## src/sv/bpwe_pkg.sv

```systemverilog
package bpwe_pkg;

  localparam int PW_W       = 16;
  localparam int MAX_SYMS   = 10;
  localparam int SYM_IDX_W  = 4;
  localparam int CFG_IDX_W  = 3;
  localparam int CFG_DATA_W = 16;

  typedef enum logic [1:0] {
    SYM_IDLE = 2'd0,
    SYM_LO   = 2'd1,
    SYM_HI   = 2'd2
  } sym_t;

  typedef enum logic [CFG_IDX_W-1:0] {
    CFG_MSB_FIRST      = 3'd0,
    CFG_FRAME_BITS     = 3'd1,
    CFG_NO_END_PADDING = 3'd2,
    CFG_NORMAL_WIDTH   = 3'd3,
    CFG_ALONE_WIDTH    = 3'd4,
    CFG_END_WIDTH      = 3'd5,
    CFG_LOW_WIDTH      = 3'd6
  } cfg_idx_t;

  localparam logic [PW_W-1:0] RST_NORMAL_WIDTH = 16'd17;
  localparam logic [PW_W-1:0] RST_ALONE_WIDTH  = 16'd17;
  localparam logic [PW_W-1:0] RST_END_WIDTH    = 16'd17;
  localparam logic [PW_W-1:0] RST_LOW_WIDTH    = 16'd8;

  typedef struct packed {
    logic            msb_first;
    logic            frame_bits;
    logic            no_end_padding;
    logic [PW_W-1:0] normal_width;
    logic [PW_W-1:0] alone_width;
    logic [PW_W-1:0] end_width;
    logic [PW_W-1:0] low_width;
  } cfg_t;

  // One classified byte: a high flag per slot in send order, the index of its last slot
  // and the end-of-transmission mark.
  typedef struct packed {
    logic [MAX_SYMS-1:0]  sym_hi;
    logic [SYM_IDX_W-1:0] last_idx;
    logic                 final_byte;
  } job_t;

  function automatic logic [PW_W-1:0] slot_width(sym_t prev, sym_t cur, sym_t nxt, cfg_t cfg);
    logic [PW_W-1:0] w;
    if (cur != SYM_HI) begin
      w = cfg.low_width;
    end else if (nxt == SYM_HI) begin
      w = cfg.normal_width;
    end else if (prev != SYM_HI) begin
      w = cfg.alone_width;
    end else begin
      w = cfg.end_width;
    end
    return w;
  endfunction

endpackage

```

## src/sv/bpwe_front.sv

```systemverilog
module bpwe_front
  import bpwe_pkg::*;
(
  input  logic       clk,
  input  logic       rst_n,
  input  cfg_t       cfg,
  input  logic       in_valid,
  output logic       in_ready,
  input  logic [7:0] in_data_byte,
  input  logic       in_final_byte,
  output logic       job_valid,
  input  logic       job_ready,
  output job_t       job
);

  logic       valid_r, valid_nxt;
  job_t       job_r, job_nxt;
  logic [7:0] b;
  logic       accept;

  assign in_ready  = !valid_r || job_ready;
  assign accept    = in_valid && in_ready;
  assign job_valid = valid_r;
  assign job       = job_r;

  always_comb begin
    for (int i = 0; i < 8; i++) begin
      b[i] = cfg.msb_first ? in_data_byte[i] : in_data_byte[7-i];
    end
    job_nxt            = job_r;
    job_nxt.final_byte = in_final_byte;
    if (cfg.frame_bits) begin
      job_nxt.sym_hi[0] = 1'b1;
      for (int k = 0; k < 8; k++) begin
        job_nxt.sym_hi[k+1] = ~b[7-k];
      end
      job_nxt.sym_hi[9] = 1'b0;
      job_nxt.last_idx  = SYM_IDX_W'(9);
    end else begin
      for (int k = 0; k < 8; k++) begin
        job_nxt.sym_hi[k] = ~b[7-k];
      end
      job_nxt.sym_hi[9:8] = 2'b00;
      job_nxt.last_idx    = SYM_IDX_W'(7);
    end
    valid_nxt = accept | (valid_r & ~job_ready);
  end

  always_ff @(posedge clk) begin
    if (!rst_n) begin
      valid_r <= 1'b0;
    end else begin
      valid_r <= valid_nxt;
    end
  end

  always_ff @(posedge clk) begin
    if (accept) begin
      job_r <= job_nxt;
    end
  end

endmodule

```

## src/sv/bpwe_fifo.sv

```systemverilog
module bpwe_fifo
  import bpwe_pkg::*;
(
  input  logic clk,
  input  logic rst_n,
  input  logic push_valid,
  output logic push_ready,
  input  job_t push_job,
  output logic head_valid,
  input  logic pop,
  output job_t head_job
);

  job_t       mem_r [2];
  logic       wr_ptr_r, wr_ptr_nxt;
  logic       rd_ptr_r, rd_ptr_nxt;
  logic [1:0] count_r, count_nxt;
  logic       push;

  assign push_ready = (count_r != 2'd2);
  assign head_valid = (count_r != 2'd0);
  assign head_job   = mem_r[rd_ptr_r];
  assign push       = push_valid && push_ready;

  always_comb begin
    wr_ptr_nxt = push ? ~wr_ptr_r : wr_ptr_r;
    rd_ptr_nxt = pop ? ~rd_ptr_r : rd_ptr_r;
    unique case ({push, pop})
      2'b10:   count_nxt = count_r + 2'd1;
      2'b01:   count_nxt = count_r - 2'd1;
      default: count_nxt = count_r;
    endcase
  end

  always_ff @(posedge clk) begin
    if (!rst_n) begin
      wr_ptr_r <= 1'b0;
      rd_ptr_r <= 1'b0;
      count_r  <= 2'd0;
    end else begin
      wr_ptr_r <= wr_ptr_nxt;
      rd_ptr_r <= rd_ptr_nxt;
      count_r  <= count_nxt;
    end
  end

  always_ff @(posedge clk) begin
    if (push) begin
      mem_r[wr_ptr_r] <= push_job;
    end
  end

endmodule

```

## src/sv/bpwe_back.sv

```systemverilog
module bpwe_back
  import bpwe_pkg::*;
(
  input  logic            clk,
  input  logic            rst_n,
  input  cfg_t            cfg,
  input  logic            head_valid,
  input  job_t            head_job,
  output logic            pop,
  output logic            out_valid,
  input  logic            out_ready,
  output logic [PW_W-1:0] out_pulse_width,
  output logic            out_run_last,
  output logic            out_frame_done
);

  typedef enum logic [3:0] {
    PH_SYM   = 4'b0001,
    PH_TAIL0 = 4'b0010,
    PH_TAIL1 = 4'b0100,
    PH_TAIL2 = 4'b1000
  } phase_t;

  phase_t               phase_r, phase_nxt;
  logic                 held_valid_r, held_valid_nxt;
  sym_t                 held_r, held_nxt;
  sym_t                 prev_r, prev_nxt;
  logic [SYM_IDX_W-1:0] idx_r, idx_nxt;
  logic                 out_valid_r, out_valid_nxt;
  logic [PW_W-1:0]      pw_r, pw_nxt;
  logic                 run_last_r, run_last_nxt;
  logic                 done_r, done_nxt;
  logic                 adv;
  sym_t                 cur_sym;

  assign adv             = head_valid && (!out_valid_r || out_ready);
  assign cur_sym         = head_job.sym_hi[idx_r] ? SYM_HI : SYM_LO;
  assign out_valid       = out_valid_r;
  assign out_pulse_width = pw_r;
  assign out_run_last    = run_last_r;
  assign out_frame_done  = done_r;

  always_comb begin
    phase_nxt      = phase_r;
    held_valid_nxt = held_valid_r;
    held_nxt       = held_r;
    prev_nxt       = prev_r;
    idx_nxt        = idx_r;
    pw_nxt         = pw_r;
    run_last_nxt   = run_last_r;
    done_nxt       = done_r;
    pop            = 1'b0;
    out_valid_nxt  = out_valid_r & ~out_ready;
    if (adv) begin
      out_valid_nxt = 1'b1;
      run_last_nxt  = 1'b0;
      done_nxt      = 1'b0;
      unique case (phase_r)
        PH_SYM: begin
          if (!held_valid_r) begin
            // The leading zero slot goes out while the first symbol is loaded.
            pw_nxt         = '0;
            held_nxt       = cur_sym;
            held_valid_nxt = 1'b1;
            prev_nxt       = SYM_IDLE;
            idx_nxt        = idx_r + SYM_IDX_W'(1);
          end else begin
            pw_nxt   = slot_width(prev_r, held_r, cur_sym, cfg);
            prev_nxt = held_r;
            held_nxt = cur_sym;
            if (idx_r == head_job.last_idx) begin
              idx_nxt = '0;
              if (head_job.final_byte) begin
                phase_nxt = PH_TAIL0;
              end else begin
                run_last_nxt = 1'b1;
                pop          = 1'b1;
              end
            end else begin
              idx_nxt = idx_r + SYM_IDX_W'(1);
            end
          end
        end
        PH_TAIL0: begin
          pw_nxt    = slot_width(prev_r, held_r, SYM_IDLE, cfg);
          phase_nxt = PH_TAIL1;
        end
        PH_TAIL1: begin
          pw_nxt    = cfg.no_end_padding ? '0 : cfg.low_width;
          phase_nxt = PH_TAIL2;
        end
        PH_TAIL2: begin
          pw_nxt         = '0;
          run_last_nxt   = 1'b1;
          done_nxt       = 1'b1;
          pop            = 1'b1;
          held_valid_nxt = 1'b0;
          held_nxt       = SYM_IDLE;
          prev_nxt       = SYM_IDLE;
          phase_nxt      = PH_SYM;
        end
        default: begin
          phase_nxt = PH_SYM;
        end
      endcase
    end
  end

  always_ff @(posedge clk) begin
    if (!rst_n) begin
      phase_r      <= PH_SYM;
      held_valid_r <= 1'b0;
      held_r       <= SYM_IDLE;
      prev_r       <= SYM_IDLE;
      idx_r        <= '0;
      out_valid_r  <= 1'b0;
    end else begin
      phase_r      <= phase_nxt;
      held_valid_r <= held_valid_nxt;
      held_r       <= held_nxt;
      prev_r       <= prev_nxt;
      idx_r        <= idx_nxt;
      out_valid_r  <= out_valid_nxt;
    end
  end

  always_ff @(posedge clk) begin
    pw_r       <= pw_nxt;
    run_last_r <= run_last_nxt;
    done_r     <= done_nxt;
  end

endmodule

```

## src/sv/byte_to_pulse_width_encoder.sv

```systemverilog
// Byte to pulse width encoder. Each byte accepted on the in_ channel becomes one
// timer compare width per bit slot on the out_ channel, eight slots per byte, or ten
// when start and stop slots are enabled. The first byte of a transmission adds a
// leading zero slot whose cost is hidden by a one-symbol lookahead, and the byte
// marked final adds three closing slots. out_run_last marks the last slot caused by
// a byte, out_frame_done the final slot of a transmission.
// A byte produces 8 to 13 slots. The output sequencer emits one slot per cycle while
// the queue holds a byte and out_ready does not hold the output register. The first
// slot of a byte passes the classify stage, the two-entry queue and the output
// register in that order.
// Registers are written through cfg_we, cfg_index and cfg_data; the user must write
// them only while no transaction is in flight, which the block does not enforce.
// Reset restores the register defaults, empties the queue and arms the leading zero
// slot. When out_ready is low the output register holds its slot, the sequencer
// stops, and the input keeps accepting until the queue and classify stage are full.
module byte_to_pulse_width_encoder
  import bpwe_pkg::*;
(
  input  logic                  clk,
  input  logic                  rst_n,
  input  logic                  cfg_we,
  input  logic [CFG_IDX_W-1:0]  cfg_index,
  input  logic [CFG_DATA_W-1:0] cfg_data,
  input  logic                  in_valid,
  output logic                  in_ready,
  input  logic [7:0]            in_data_byte,
  input  logic                  in_final_byte,
  output logic                  out_valid,
  input  logic                  out_ready,
  output logic [PW_W-1:0]       out_pulse_width,
  output logic                  out_run_last,
  output logic                  out_frame_done
);

  cfg_t cfg_r, cfg_nxt;
  logic f_valid, f_ready;
  job_t f_job;
  logic q_valid, q_pop;
  job_t q_job;

  always_comb begin
    cfg_nxt = cfg_r;
    if (cfg_we) begin
      unique case (cfg_index)
        CFG_MSB_FIRST:      cfg_nxt.msb_first      = cfg_data[0];
        CFG_FRAME_BITS:     cfg_nxt.frame_bits     = cfg_data[0];
        CFG_NO_END_PADDING: cfg_nxt.no_end_padding = cfg_data[0];
        CFG_NORMAL_WIDTH:   cfg_nxt.normal_width   = cfg_data[PW_W-1:0];
        CFG_ALONE_WIDTH:    cfg_nxt.alone_width    = cfg_data[PW_W-1:0];
        CFG_END_WIDTH:      cfg_nxt.end_width      = cfg_data[PW_W-1:0];
        CFG_LOW_WIDTH:      cfg_nxt.low_width      = cfg_data[PW_W-1:0];
        default:            cfg_nxt = cfg_r;
      endcase
    end
  end

  always_ff @(posedge clk) begin
    if (!rst_n) begin
      cfg_r.msb_first      <= 1'b1;
      cfg_r.frame_bits     <= 1'b0;
      cfg_r.no_end_padding <= 1'b0;
      cfg_r.normal_width   <= RST_NORMAL_WIDTH;
      cfg_r.alone_width    <= RST_ALONE_WIDTH;
      cfg_r.end_width      <= RST_END_WIDTH;
      cfg_r.low_width      <= RST_LOW_WIDTH;
    end else begin
      cfg_r <= cfg_nxt;
    end
  end

  bpwe_front u_front (
    .clk           (clk),
    .rst_n         (rst_n),
    .cfg           (cfg_r),
    .in_valid      (in_valid),
    .in_ready      (in_ready),
    .in_data_byte  (in_data_byte),
    .in_final_byte (in_final_byte),
    .job_valid     (f_valid),
    .job_ready     (f_ready),
    .job           (f_job)
  );

  bpwe_fifo u_fifo (
    .clk        (clk),
    .rst_n      (rst_n),
    .push_valid (f_valid),
    .push_ready (f_ready),
    .push_job   (f_job),
    .head_valid (q_valid),
    .pop        (q_pop),
    .head_job   (q_job)
  );

  bpwe_back u_back (
    .clk             (clk),
    .rst_n           (rst_n),
    .cfg             (cfg_r),
    .head_valid      (q_valid),
    .head_job        (q_job),
    .pop             (q_pop),
    .out_valid       (out_valid),
    .out_ready       (out_ready),
    .out_pulse_width (out_pulse_width),
    .out_run_last    (out_run_last),
    .out_frame_done  (out_frame_done)
  );

endmodule
```

## config.mk

```make
export PLATFORM = sky130hd
export DESIGN_NAME = byte_to_pulse_width_encoder
export DESIGN_NICKNAME = d
export VERILOG_FILES = /design/src/sv/bpwe_pkg.sv /design/src/sv/bpwe_front.sv /design/src/sv/bpwe_fifo.sv /design/src/sv/bpwe_back.sv /design/src/sv/byte_to_pulse_width_encoder.sv
export SDC_FILE = /design/constraint.sdc
export NUM_CORES = 1
export LEC_CHECK = 0
export BUFFER_PORTS_ARGS = -buffer_cell sky130_fd_sc_hd__buf_4
export CORE_AREA = 2 2 97 168
export DETAILED_ROUTE_END_ITERATION = 7
export DIE_AREA = 0 0 99 170
export SYNTH_ARGS = -nofsm -noshare
export SYNTH_HDL_FRONTEND = slang
export SYNTH_HIERARCHICAL = 1
export SYNTH_SLANG_ARGS = --single-unit
```

## constraint.sdc

```tcl
create_clock -name clk -period 6.8 [get_ports clk]
set_clock_uncertainty 0.2 [all_clocks]
set_input_delay 0 -clock clk [delete_from_list [all_inputs] [get_ports clk]]
set_output_delay 0 -clock clk [all_outputs]
set_load 0.01 [all_outputs]
```

### Yosys cells after proc, flatten, opt, wreduce, memory -nomap -nowiden

Memory sizes are Yosys's and may differ from the RTL's. A register that Yosys moved wholly into a read port is not among the register bits.
Index checks and enable logic that the tools add are counted.

* register bits: 119
* RAM bits: 30
* bits of input ports: 33
* output and inout bits: 20
* word-level logic and storage cells: 129
* memories: 1

* add/subtract/negate cells: 3
* $lt $le $gt $ge: 1
* equality and inequality tests: 20
* mux-type cells: 41
* bitwise operators: 15
* reductions and logical operators: 23

Memories
* u_fifo.mem_r: words 2, width 15, rd ports 1, clocked after Yosys merged registers in 1, wr ports 1, RTL line bpwe_fifo.sv:14 `job_t mem_r [2];`

Operator list (number)
* two-way mux 16 bit: 6
* one-hot mux 16 bit (4 select lines): 1
* two-way mux 4 bit: 5
* AND reduction 2 bit: 10
* two-way mux 1 bit: 19
* two-way mux 12 bit: 1
* inverter 1 bit: 12
* one-hot mux 2 bit (2 select lines): 3
* one-hot mux 4 bit (3 select lines): 1
* == test 3 bit (second input constant): 3
* != test 2 bit (second input constant): 4
* == test 3 x 2 -> 1 bit (second input constant): 2
* nonzero test 2 bit: 3
* less-than comparator 4 x 5 -> 1 bit (second input constant): 1
* adder 4 x 1 -> 4 bit (second input constant): 1
* binary-select mux 1 bit (select 4 bit): 1
* == test 2 bit (second input constant): 2
* == test 4 x 1 -> 1 bit (second input constant): 1
* == test 4 x 2 -> 1 bit (second input constant): 1
* == test 4 x 3 -> 1 bit (second input constant): 1
* == test 4 bit: 1
* == test 4 bit (second input constant): 1
* two-way mux 2 bit: 2
* != test 2 x 1 -> 1 bit (second input constant): 2
* other kinds (13): 19

### Longest topological paths before layout

* word-level depth: 8
* gate-level depth with buffers: 12
* mapped depth without buffers: 10

### By module

Netlist, hierarchy kept.

Modules (own cells, without submodules)
* byte_to_pulse_width_encoder: instances 1, cells an instance 250, area an instance 2620.0 um^2
* bpwe_back: instances 1, cells an instance 272, area an instance 2382.3 um^2
* bpwe_fifo: instances 1, cells an instance 70, area an instance 1307.5 um^2
* bpwe_front: instances 1, cells an instance 43, area an instance 668.1 um^2

### Worst setup path before layout

OpenSTA, ideal clock, no wires.

* kind: reg-to-reg
* start: reg (tool-made name)
* end: reg u_fifo.count_r[1]
* data arrival time: 2.724 ns
* required time: 6.530 ns
* path slack: 3.806 ns
* cell stages (with the launch flop): 12
* cells stage by stage: dfxtp_1 > buf_2 > buf_2 > mux2_2 > xor2_1 > nor3_1 > and2_1 > a21o_1 > and2_1 > ha_1 > or3_1 > a21boi_1

RTL lines
* end signal, assigned: RTL line bpwe_fifo.sv:43 `count_r <= count_nxt;`
* end, declared: RTL line bpwe_fifo.sv:17 `logic [1:0] count_r, count_nxt;`

==> impl.org <==
** Run status
- Outcome :: complete, no violations

** CTS
- TritonCTS built the clock tree.
- CTS sink cnt :: 147
- Worst-path clk slew :: 60 ps
- Clock tree synthesis selected as its root buffer the cell sky130_fd_sc_hd__clkbuf_16.
- The H-tree was split into 4 levels.
- After clock tree synthesis, the repair step resized 0 gates.
- The number of setup buffers added after CTS is 0.
- In this run, post-CTS hold repair placed 43 buffers.
- Buffers from clock root to sink, at most :: 2
- Number of buffers added by the clock tree synthesis step :: 17
- The clock reaches the later pin of the worst-skew pair after 410 ps.

** Critical path
- STA classifies the critical path endpoint as a flop.
- Crit path top cell by count :: sky130_fd_sc_hd__and2_1
- Data required, critical path :: 6940 ps
- Data arrives at the worst endpoint at 3580 ps.
- On the worst path, the slowest cell contributes a delay of 740 ps.
- The critical path is of the reg -> reg type.
- Walking the worst path, the cells encountered are mux2_2, xor2_1, nor3_1, and2_1, a21o_1, and2_1, ha_1, or3_1, a21boi_1.
- Slowest cell on the critical path :: sky130_fd_sc_hd__dfxtp_1
- The worst setup path is launched from a flop.
- Along the worst path, the maximum fanout reaches 15.

** Die
- IO Pins :: 53
- Die outline height :: 170 um
- Starting density of the core :: 45.3%
- Core Box Area :: 15400 um2
- Floorplan row count :: 60
- In this run the horizontal extent of the chip is 99 um.
- DIE AREA :: 16800 um2

** Logic synthesis
- sky130_fd_sc_hd__edfxtp_1 takes more of the synthesized area than any other cell.
- Yosys printed 6 warnings.
- Counting flops with an async set or reset pin after synthesis yields a share of 0%.
- Counting flops and latches in the post-synthesis netlist gives 147.
- Summing every instance area after synthesis gives 6980 um2.
- For this run, the leading register cell type out of synthesis is sky130_fd_sc_hd__dfxtp_1.
- The share of synthesized area in the top cell type comes to 25.8%.
- Average footprint of a synthesized cell :: 11.0 um2
- Synthesis handed over a netlist of 635 instances.
- Counting distinct cell types in the post-synthesis netlist gives 57.
- Synthesis produced a netlist with a net count of 670.
- Sequential elements use 50.8% of the synthesized area.
- Largest cells by area after synthesis :: sky130_fd_sc_hd__edfxtp_1, sky130_fd_sc_hd__dfxtp_1, sky130_fd_sc_hd__mux2i_1
- Number of synthesized flops with an enable pin :: 60

** Min path
- Classification of the worst-slack hold path :: in -> reg

** Placement
- Gpl congestion :: 0.758
- Total half-perimeter wirelength after legalization and detailed placement :: 10300 um
- Post-Place Setup Slack :: 3420 ps
- The count of buffers added on input and output ports is 52.

** STA
- The number of failing hold endpoints at the final stage was 0.
- The worst path uses 50.5% of the clock period.
- Headroom to the max-slew limit came out at 45.9%.
- The routed design could run at a clock period as short as 3440 ps.
- For the final routed database, the setup TNS stands at 0 ps.
- In the post-route analysis, the smallest setup slack over all paths is 3360 ps.
- Hold slack final :: 120 ps
- Final setup violation count :: 0
- Highest clock rate :: 291 MHz
- Pins Over Slew Limit :: 0
- Setup repair after global routing left no endpoint under its margin.
- Actual transition at the worst max-transition pin :: 801 ps

** Final layout
- Layout filler cell count :: 1322
- Nets :: 743
- Area growth, synth to finish :: 20.5%
- In the final layout, the share of cells above drive strength 1 is 17.8%.
- Antenna diodes :: 0

** Route
- In this run the remaining antenna-violating nets after routing total 0.
- Using the TritonRoute via totals, the vias-per-cell ratio works out to 5.55.
- DR vias :: 5037
- Number of DRC violations after detailed-routing iteration 0 :: 211
- In the final routed layout, each cell accounts on average for 17.3 um.
- Detailed-routing iteration count for the pre-antenna-repair pass :: 5
- After detailed routing, the number of remaining DRC violations is 0.
- The routed design has 15700 um of wire.

** Power and ir drop
- P per Cell Area :: 247 nW/um2
- The analysis attributes to cell leakage a power of 3.49 nW.
- The worst-case IR drop observed on VDD is 0.139 mV.
- The design draws 2.08 mW.

** GRT
- Aggregate global routing overflow :: 0
- The via count of the first global-routing pass came to 5147.
- GR Util All Layers :: 19.5%
- Largest net degree at the start of global routing :: 75
- First-pass GRT wire length :: 26000 um
- The initial antenna violation count is 0.

** Flow run
- Count of maximum capacitance violations :: 0
==> cells in the mapped netlist, types with 3 or more instances <==
master	n
sky130_fd_sc_hd__xnor2_1	3
sky130_fd_sc_hd__nor2b_1	19
sky130_fd_sc_hd__mux2_2	17
sky130_fd_sc_hd__dfxtp_1	87
sky130_fd_sc_hd__mux4_2	7
sky130_fd_sc_hd__buf_6	6
sky130_fd_sc_hd__o2111ai_1	15
sky130_fd_sc_hd__o221ai_1	16
sky130_fd_sc_hd__buf_4	6
sky130_fd_sc_hd__and3_1	19
sky130_fd_sc_hd__a21boi_0	4
sky130_fd_sc_hd__mux2i_1	86
sky130_fd_sc_hd__nor2_1	38
sky130_fd_sc_hd__inv_1	12
sky130_fd_sc_hd__o21ai_0	9
sky130_fd_sc_hd__and2_1	10
sky130_fd_sc_hd__nor4b_1	4
sky130_fd_sc_hd__or4b_1	3
sky130_fd_sc_hd__a21oi_1	5
sky130_fd_sc_hd__nand2b_1	6
sky130_fd_sc_hd__edfxtp_1	60
sky130_fd_sc_hd__xor2_1	7
sky130_fd_sc_hd__a32oi_1	3
sky130_fd_sc_hd__clkbuf_1	26
sky130_fd_sc_hd__buf_2	12
sky130_fd_sc_hd__nand4b_1	17
sky130_fd_sc_hd__nand2_1	98
==> worst max-delay path, delay by kind of cell (launching register included) <==
kind	cells	cell delay, ps
muxes	1	420
AOI/OAI and AO/OA	2	280
and+or+nand+nor	4	1320
DFF	1	740
adders and majority gates	1	270
xor gates and xnor gates	1	140
==> kinds of logic after synthesis <==
family | synth area share [%]
simple gates | 17.6
flops | 50.8
mux | 17.3
compound gates | 7.66
buf+inv | 4.88
xor+xnor | 1.26
fa+ha+maj | 0.359
other cells | 0.108
==> layout make-up <==
class	count	area (um2)	share of cell area, %
multi-input combinational	424	3100	36.8
clock inverter	10	81.3	0.967
timing repair buffer	106	903	10.7
sequential	147	3540	42.1
clock buffer	22	507	6.03
tap	186	233	2.77
inverter	12	45.0	0.536
==> worst paths after layout <==
path / start / endpoint / slack, ps / depth (start not counted)
max: flop / u_fifo/count_r[1] / 3360 / 9
min: in_final_byte / u_front/job[0] / 120 / 2
max reg2reg: flop / u_fifo/count_r[1] / 3360 / 9
min reg2reg: u_front/job[8] / u_fifo/mem_r[1][8] / 240 / 0
==> power breakdown <==
group | switching, mW | internal (mW) | total (mW)
clock | 0.373 | 0.539 | 0.912
combinational | 0.104 | 0.0907 | 0.195
sequential | 0.0204 | 0.953 | 0.974
total | 0.498 | 1.58 | 2.08
==> sequential cells by signal, indices dropped and copies added (netlist names), named ones only <==
signal and flops:
u_back/held_r 2, u_back/out_run_last 1, u_fifo/count_r 2, u_fifo/rd_ptr_r 1, u_front/job_valid 1, cfg_r 67, u_fifo/wr_ptr_r 1, u_back/out_valid 1
u_back/idx_r 4, u_back/phase_r 4, u_front/job 12, u_back/prev_r 2, u_fifo/mem_r 30, u_back/out_pulse_width 16, u_back/out_frame_done 1, u_back/held_valid_r 1
==> cells in the final DEF, fill, tap and decap left out, drive strengths merged, types with 2 or more instances in the layout <==
cell type	Yosys	routed
inv	12	20
ha	2	2
a21boi	5	5
a21oi	5	5
nor2b	19	19
edfxtp	60	60
o221ai	16	16
mux2	17	17
o2111ai	15	15
and3	19	19
nand2	98	98
dfxtp	87	87
mux2i	86	86
o211ai	2	2
nand2b	6	6
conb	2	2
a32oi	3	3
and4bb	2	2
and2	10	10
and4b	2	2
or2	3	3
o21a	2	2
nor2	38	38
or4b	3	3
o21ai	10	10
nand4b	19	19
xor2	7	7
a211oi	2	2
dlygate4sd3	0	43
a31oi	2	2
xnor2	3	3
nor4b	4	4
mux4	7	7
clkbuf	27	22
buf	25	63
nor3	2	2
==> through the flow <==
| step | area (um2) | util [%] | cells |
|---|---|---|---|
| 2_1_floorplan | 6980 | - | 635 |
| 3_3_place_gp | 7390 | 48.0 | 832 |
| 3_5_place_dp | 7390 | 48.0 | 832 |
| 4_1_cts | 8410 | 54.6 | 907 |
| 5_1_grt | 8410 | 54.6 | 907 |
| 6_report | 8410 | 54.6 | 907 |
==> per-layer routing <==
layer  wire, um  share of wire [%]  global-route usage (%)
met1       5930                 38                    20.9
met4        345                2.2                    8.10
met3        418                2.7                    3.24
met2       9010                 57                    37.1
met5          0                  0                       0
No activity file was read; power rests on OpenSTA's default activity.
